### src/i2cbs_pkg.sv
package i2cbs_pkg;

    // Request codes carried in the req_type field of an input word.
    localparam logic [2:0] REQ_TICK  = 3'd0;
    localparam logic [2:0] REQ_START = 3'd1;
    localparam logic [2:0] REQ_STOP  = 3'd2;
    localparam logic [2:0] REQ_WRITE = 3'd3;
    localparam logic [2:0] REQ_READ  = 3'd4;

    // Phase numbers that mark the end of each part of a sequence.
    localparam logic [4:0] WR_DATA_PHASES = 5'd24;
    localparam logic [4:0] WR_ACK_SETUP   = 5'd24;
    localparam logic [4:0] WR_ACK_SAMPLE  = 5'd25;
    localparam logic [4:0] RD_DATA_PHASES = 5'd16;
    localparam logic [4:0] RD_ACK_SETUP   = 5'd16;
    localparam logic [4:0] RD_ACK_HIGH    = 5'd17;

    // Position within one three-phase bit slot of a write.
    localparam logic [1:0] SUB_SETUP = 2'd0;
    localparam logic [1:0] SUB_HIGH  = 2'd1;
    localparam logic [1:0] SUB_LOW   = 2'd2;

    typedef enum logic [2:0] {
        OP_IDLE  = 3'd0,
        OP_START = 3'd1,
        OP_STOP  = 3'd2,
        OP_WRITE = 3'd3,
        OP_READ  = 3'd4
    } t_op;

    typedef struct packed {
        logic [2:0] req_type;
        logic [7:0] tx_byte;
        logic       send_ack;
        logic       sda_level;
    } t_in_word;

    typedef struct packed {
        logic       scl_level;
        logic       sda_pull_low;
        logic       busy_res;
        logic       done_res;
        logic       nack_seen;
        logic [7:0] read_byte;
    } t_out_word;

endpackage

### src/i2cbs_core.sv
module i2cbs_core
    import i2cbs_pkg::*;
(
    input  logic      i_clk,
    input  logic      i_rst_n,
    input  logic      i_fire,
    input  t_in_word  i_word,
    output t_out_word o_res
);

    t_op        r_op,    n_op;
    logic [4:0] r_phase, n_phase;
    logic [1:0] r_sub,   n_sub;
    logic [7:0] r_tx,    n_tx;
    logic [7:0] r_rx,    n_rx;
    logic       r_ack,   n_ack;
    logic       r_nack,  n_nack;
    logic       r_scl,   n_scl;
    logic       r_sda,   n_sda;
    logic       last;
    logic       done;
    logic       is_cmd;

    always_ff @(posedge i_clk) begin
        if (!i_rst_n) begin
            r_op    <= OP_IDLE;
            r_phase <= '0;
            r_sub   <= SUB_SETUP;
            r_tx    <= '0;
            r_rx    <= '0;
            r_ack   <= 1'b0;
            r_nack  <= 1'b0;
            r_scl   <= 1'b1;
            r_sda   <= 1'b0;
        end else if (i_fire) begin
            r_op    <= n_op;
            r_phase <= n_phase;
            r_sub   <= n_sub;
            r_tx    <= n_tx;
            r_rx    <= n_rx;
            r_ack   <= n_ack;
            r_nack  <= n_nack;
            r_scl   <= n_scl;
            r_sda   <= n_sda;
        end
    end

    always_comb begin
        n_op    = r_op;
        n_phase = r_phase;
        n_sub   = r_sub;
        n_tx    = r_tx;
        n_rx    = r_rx;
        n_ack   = r_ack;
        n_nack  = r_nack;
        n_scl   = r_scl;
        n_sda   = r_sda;
        last    = 1'b0;
        done    = 1'b0;
        is_cmd  = (i_word.req_type >= REQ_START) && (i_word.req_type <= REQ_READ);

        if (is_cmd) begin
            // A command is taken only while idle; otherwise it is dropped.
            if (r_op == OP_IDLE) begin
                n_op    = t_op'(i_word.req_type);
                n_phase = '0;
                n_sub   = SUB_SETUP;
                if (i_word.req_type == REQ_WRITE) begin
                    n_tx = i_word.tx_byte;
                end
                if (i_word.req_type == REQ_READ) begin
                    n_ack = i_word.send_ack;
                    n_rx  = '0;
                end
            end
        end else if (i_word.req_type == REQ_TICK && r_op != OP_IDLE) begin
            unique case (r_op)
                OP_START: begin
                    if (r_phase == 5'd0) begin
                        n_scl = 1'b1;
                        n_sda = 1'b0;
                    end else if (r_phase == 5'd1) begin
                        n_sda = 1'b1;
                    end else begin
                        n_scl = 1'b0;
                        last  = 1'b1;
                    end
                end
                OP_STOP: begin
                    if (r_phase == 5'd0) begin
                        n_scl = 1'b0;
                        n_sda = 1'b1;
                    end else if (r_phase == 5'd1) begin
                        n_scl = 1'b1;
                    end else begin
                        n_sda = 1'b0;
                        last  = 1'b1;
                    end
                end
                OP_WRITE: begin
                    if (r_phase < WR_DATA_PHASES) begin
                        unique case (r_sub)
                            SUB_SETUP: begin
                                n_scl = 1'b0;
                                n_sda = ~r_tx[7];
                            end
                            SUB_HIGH: begin
                                n_scl = 1'b1;
                            end
                            default: begin
                                n_scl = 1'b0;
                                n_tx  = {r_tx[6:0], 1'b0};
                            end
                        endcase
                    end else if (r_phase == WR_ACK_SETUP) begin
                        n_scl = 1'b0;
                        n_sda = 1'b0;
                    end else if (r_phase == WR_ACK_SAMPLE) begin
                        // The slave's ack is sampled while SCL is high.
                        n_scl  = 1'b1;
                        n_nack = i_word.sda_level;
                    end else begin
                        n_scl = 1'b0;
                        last  = 1'b1;
                    end
                end
                OP_READ: begin
                    if (r_phase < RD_DATA_PHASES) begin
                        if (!r_phase[0]) begin
                            n_sda = 1'b0;
                            n_scl = 1'b1;
                            n_rx  = {r_rx[6:0], i_word.sda_level};
                        end else begin
                            n_scl = 1'b0;
                        end
                    end else if (r_phase == RD_ACK_SETUP) begin
                        n_scl = 1'b0;
                        n_sda = r_ack;
                    end else if (r_phase == RD_ACK_HIGH) begin
                        n_scl = 1'b1;
                    end else begin
                        n_scl = 1'b0;
                        last  = 1'b1;
                    end
                end
                default: begin
                    last = 1'b1;
                end
            endcase

            if (last) begin
                n_op    = OP_IDLE;
                n_phase = '0;
                n_sub   = SUB_SETUP;
                done    = 1'b1;
            end else begin
                n_phase = r_phase + 5'd1;
                n_sub   = (r_sub == SUB_LOW) ? SUB_SETUP : r_sub + 2'd1;
            end
        end

        o_res.scl_level    = n_scl;
        o_res.sda_pull_low = n_sda;
        o_res.busy_res     = (n_op != OP_IDLE);
        o_res.done_res     = done;
        o_res.nack_seen    = n_nack;
        o_res.read_byte    = n_rx;
    end

endmodule

### src/i2c_master_bit_sequencer_unit.sv
// I2C master bit sequencer.
// Each input word is a command (start, stop, write byte, read byte), a tick that
// carries the sampled SDA level, or an unused code; every tick runs one bus phase of
// the armed command, and commands that arrive while a sequence is running are dropped.
// Every accepted input word produces exactly one output word that reports the SCL
// level, whether SDA is pulled low, busy, done, the last nack and the read byte.
// Input and output channels use valid and stall; a word moves on a rising edge
// where valid is high and stall is low.
// The datapath has an input register and an output register with the sequencer
// logic between them, so a word accepted into the input register moves on into the
// output register, and a new word can be accepted on every clock while the receiver
// does not stall (one word per cycle sustained).
// When the receiver stalls, the output word holds; the input register still takes
// one more word, after which o_stall rises until the output drains.
// A synchronous active-low reset empties both registers and returns the bus state
// to idle with SCL released high and SDA released.
module i2c_master_bit_sequencer_unit
    import i2cbs_pkg::*;
(
    input  logic      i_clk,
    input  logic      i_rst_n,
    input  logic      i_valid,
    output logic      o_stall,
    input  t_in_word  i_word,
    output logic      o_valid,
    input  logic      i_stall,
    output t_out_word o_word
);

    logic      r_in_vld;
    t_in_word  r_in;
    logic      r_out_vld;
    t_out_word r_out;
    t_out_word res;
    logic      out_blocked;
    logic      fire;
    logic      in_take;

    // The output register can take a new word unless it holds one that is stalled.
    assign out_blocked = r_out_vld && i_stall;
    assign fire        = r_in_vld && !out_blocked;
    assign o_stall     = r_in_vld && out_blocked;
    assign in_take     = i_valid && !o_stall;

    always_ff @(posedge i_clk) begin
        if (!i_rst_n) begin
            r_in_vld  <= 1'b0;
            r_out_vld <= 1'b0;
        end else begin
            if (in_take) begin
                r_in_vld <= 1'b1;
            end else if (fire) begin
                r_in_vld <= 1'b0;
            end
            if (fire) begin
                r_out_vld <= 1'b1;
            end else if (!out_blocked) begin
                r_out_vld <= 1'b0;
            end
        end
    end

    always_ff @(posedge i_clk) begin
        if (in_take) begin
            r_in <= i_word;
        end
        if (fire) begin
            r_out <= res;
        end
    end

    // The sequencer state advances exactly when the registered word moves on.
    i2cbs_core u_core (
        .i_clk   (i_clk),
        .i_rst_n (i_rst_n),
        .i_fire  (fire),
        .i_word  (r_in),
        .o_res   (res)
    );

    assign o_valid = r_out_vld;
    assign o_word  = r_out;

endmodule

### config.mk
export PLATFORM = sky130hd
export DESIGN_NAME = i2c_master_bit_sequencer_unit
export DESIGN_NICKNAME = d
export VERILOG_FILES = /design/src/i2cbs_pkg.sv /design/src/i2cbs_core.sv /design/src/i2c_master_bit_sequencer_unit.sv
export SDC_FILE = /design/constraint.sdc
export NUM_CORES = 1
export LEC_CHECK = 0
export BUFFER_PORTS_ARGS = -buffer_cell sky130_fd_sc_hd__buf_2
export CAP_MARGIN = 10
export CORE_MARGIN = 2
export CORE_UTILIZATION = 57
export DETAILED_ROUTE_END_ITERATION = 6
export PLACE_DENSITY = 0.88
export SYNTH_ARGS = -nofsm -noshare
export SYNTH_HDL_FRONTEND = slang
export SYNTH_SLANG_ARGS = --single-unit
### constraint.sdc
create_clock -name i_clk -period 3.3 [get_ports i_clk]
set_input_delay 0.33 -clock i_clk [delete_from_list [all_inputs] [get_ports i_clk]]
set_output_delay 0.33 -clock i_clk [all_outputs]
set_load 0.01 [all_outputs]
==> impl_metrics.ini <==
[clock_network]
clock_sinks = 58
cts-resized-gates = 0
insertion_delay_ns = 0.33
path_clk_slew_ns = 0.07
cts_root_buffer = clkbuf_8
cts_tree = built
cts_setup_buffers = 0
numCtsBuffers = 9
cts_hold_buf = 0
htree_num_levels = 3
clk_path_buf_depth = 2

[floorplan]
dieArea_um2 = 5560
start_util_pct = 59.7
rows = 25
num_io_pins = 32
fp.dieH_um = 74.6
coreArea_um2 = 4750
die_x_um = 74.6

[timing]
rsz0062_at_grt = no
final-hold-violation-count = 0
finalCriticalPeriod_ns = 2.17
fin_skew_ns = 0.00898
period_share_pct = 65.9
final-setup-viol-count = 0
report.final.slew_viol_count = 0
finalSetupTns_ns = 0
fmax_mhz = 460
timing.hold.ws_ns = 0.170
setup_slack_ns = 1.13
tightest_slew_ns = 0.961
maxSlewHeadroom_pct = 35.8

[cells_and_area]
most-common-layout-cells = dfxtp_1, buf_2, edfxtp_1
diodes = 0
final_nets = 299
post-route-util_pct = 66.7
stdcell_count = 351
final_area_um2 = 3170
drive_gt1_share_pct = 24.3
final_common_cell = dfxtp_1
synthToLayoutAreaGrowth_pct = 11.8

[synthesis]
synth_warnings = 0
ys_seq_area_share_pct = 50.1
synth_edf_count = 26
syn_area_per_cell_um2 = 11.3
ys_ff_latch = 58
yosys_most_used_dff = dfxtp_1
syn_area_um2 = 2840
synth_cell_types = 63
synthArstFlopShare_pct = 0
netlist_instances = 251
synthesis.nets = 271

[critical_path]
critPathArrivalTime_ns = 2.39
reg2reg_from = u_core.r_phase[0]
path_max_fanout = 9
crit_required_ns = 3.52
start_kind = register
startpoint = u_core.r_phase[0]
critical_path_class = reg -> reg
endpoint_kind = register

[placed_design]
placed_area_um2 = 2990
port_buffers = 31
dpl.cell_count = 335
gp_congestion = 0.957
hpwl_mm = 3.60
dp_slack_ns = 1.14

[detailed_routing]
via_per_inst = 5.82
ant_nets = 0
via_count = 2042
dr.pass1.iters = 5
drc = 0
wl_mm = 5.11
routedWlPerCell_um = 14.6
drt_iter0_drc = 221

[pwr]
vdd_drop_max_mv = 0.465
power_per_cell_area_nw_per_um2 = 472
fin_total_pwr_mw = 1.50
leakage_nw = 1.23

[run]
maxCapViolations = 0

[global_route]
grt.total_usage_pct = 20.3
grt_pass1_vias = 1781
grt_overflow_total = 0
grt_max_degree = 28
antenna_found_initial = 0
grt_pass1_wl_mm = 8.33

[status]
run_status = finished clean

[worst_hold_path]
hp-start = i_word[11]
hp-class = in -> reg
-- cells by family (layout without fill, tap and decap cells) --
family	count (synthesis)	after routing	synth area share (%)
flip-flops	58	58	50.1
multiplexers	11	11	3.92
XOR/XNOR	3	3	0.926
AO/OA/AOI/OAI	68	68	19.8
AND/OR/NAND/NOR	84	84	19.4
buffers and inverters	24	57	4.50
adder cells (fa/ha/maj)	3	3	1.32
-- cell usage after synthesis (all sizes together) (3+ instances only) --
master  instances  area (µm²)
inv            10        37.5
a211oi          5        62.6
nor2b          12        75.1
nand4           4        25.0
a22oi           9        67.6
nand3           5        35.0
o211a           7        70.1
or3             3        23.8
clkbuf          3        11.3
nor2           16        65.1
buf            11        78.8
edfxtp         26         781
dfxtp          32         641
o21a            3        22.5
mux2i          10         100
or3b            3        26.3
nor3            9        83.8
o21ai           7        35.0
a22o            8        70.1
a21oi          11        55.1
ha              3        37.5
nand2          15        56.3
-- critical path, stage by stage (launching register included) --
cell       delay, ns
dfxtp_1         0.48
inv_1           0.08
ha_1            0.31
or2_1           0.25
a2111oi_2       0.46
a211oi_4        0.11
o31ai_2         0.28
nor2_1          0.09
-- final timing paths --
check / slack [ns] / to / depth (start not counted)
max: 1.13 / u_core.r_op[0] / 7
min: 0.17 / r_in[11] / 1
max reg2reg: 1.13 / u_core.r_op[0] / 7
min reg2reg: 0.45 / u_core.r_tx[0] / 2
-- where the power goes --
| group | internal, mW | switching [mW] |
|---|---|---|
| sequential | 0.774 | 0.0164 |
| combinational | 0.0400 | 0.0595 |
| clock | 0.346 | 0.263 |
| total | 1.16 | 0.339 |
-- metal layers --
layer  global-route usage, %  part of all wire [%]  vias to the layer above
li1                        -                     -                     1001
met1                    27.5                    47                      958
met2                    29.9                    45                       74
met3                    6.64                   6.6                        9
met4                    9.13                   1.8                        0
met5                       0                     0                        -
-- flip-flops by register name, indices dropped and copies added (netlist names) --
signal          cells
r_in_vld            1
o_valid             1
u_core.r_scl        1
u_core.r_rx         8
u_core.r_sub        2
o_word             13
u_core.r_nack       1
u_core.r_tx         8
r_in               13
u_core.r_sda        1
u_core.r_op         3
u_core.r_phase      5
u_core.r_ack        1
-- area by class of cell --
class / instances / area (µm²)
repair buffers: 31 / 155
multi-input cells: 169 / 1290
fillers: 382 / 1580
clock buffers: 11 / 131
flip-flops and latches: 58 / 1420
well taps: 67 / 83.8
clock inverters: 5 / 55.1
inverters: 10 / 37.5
(Power assumes the default switching activity.)
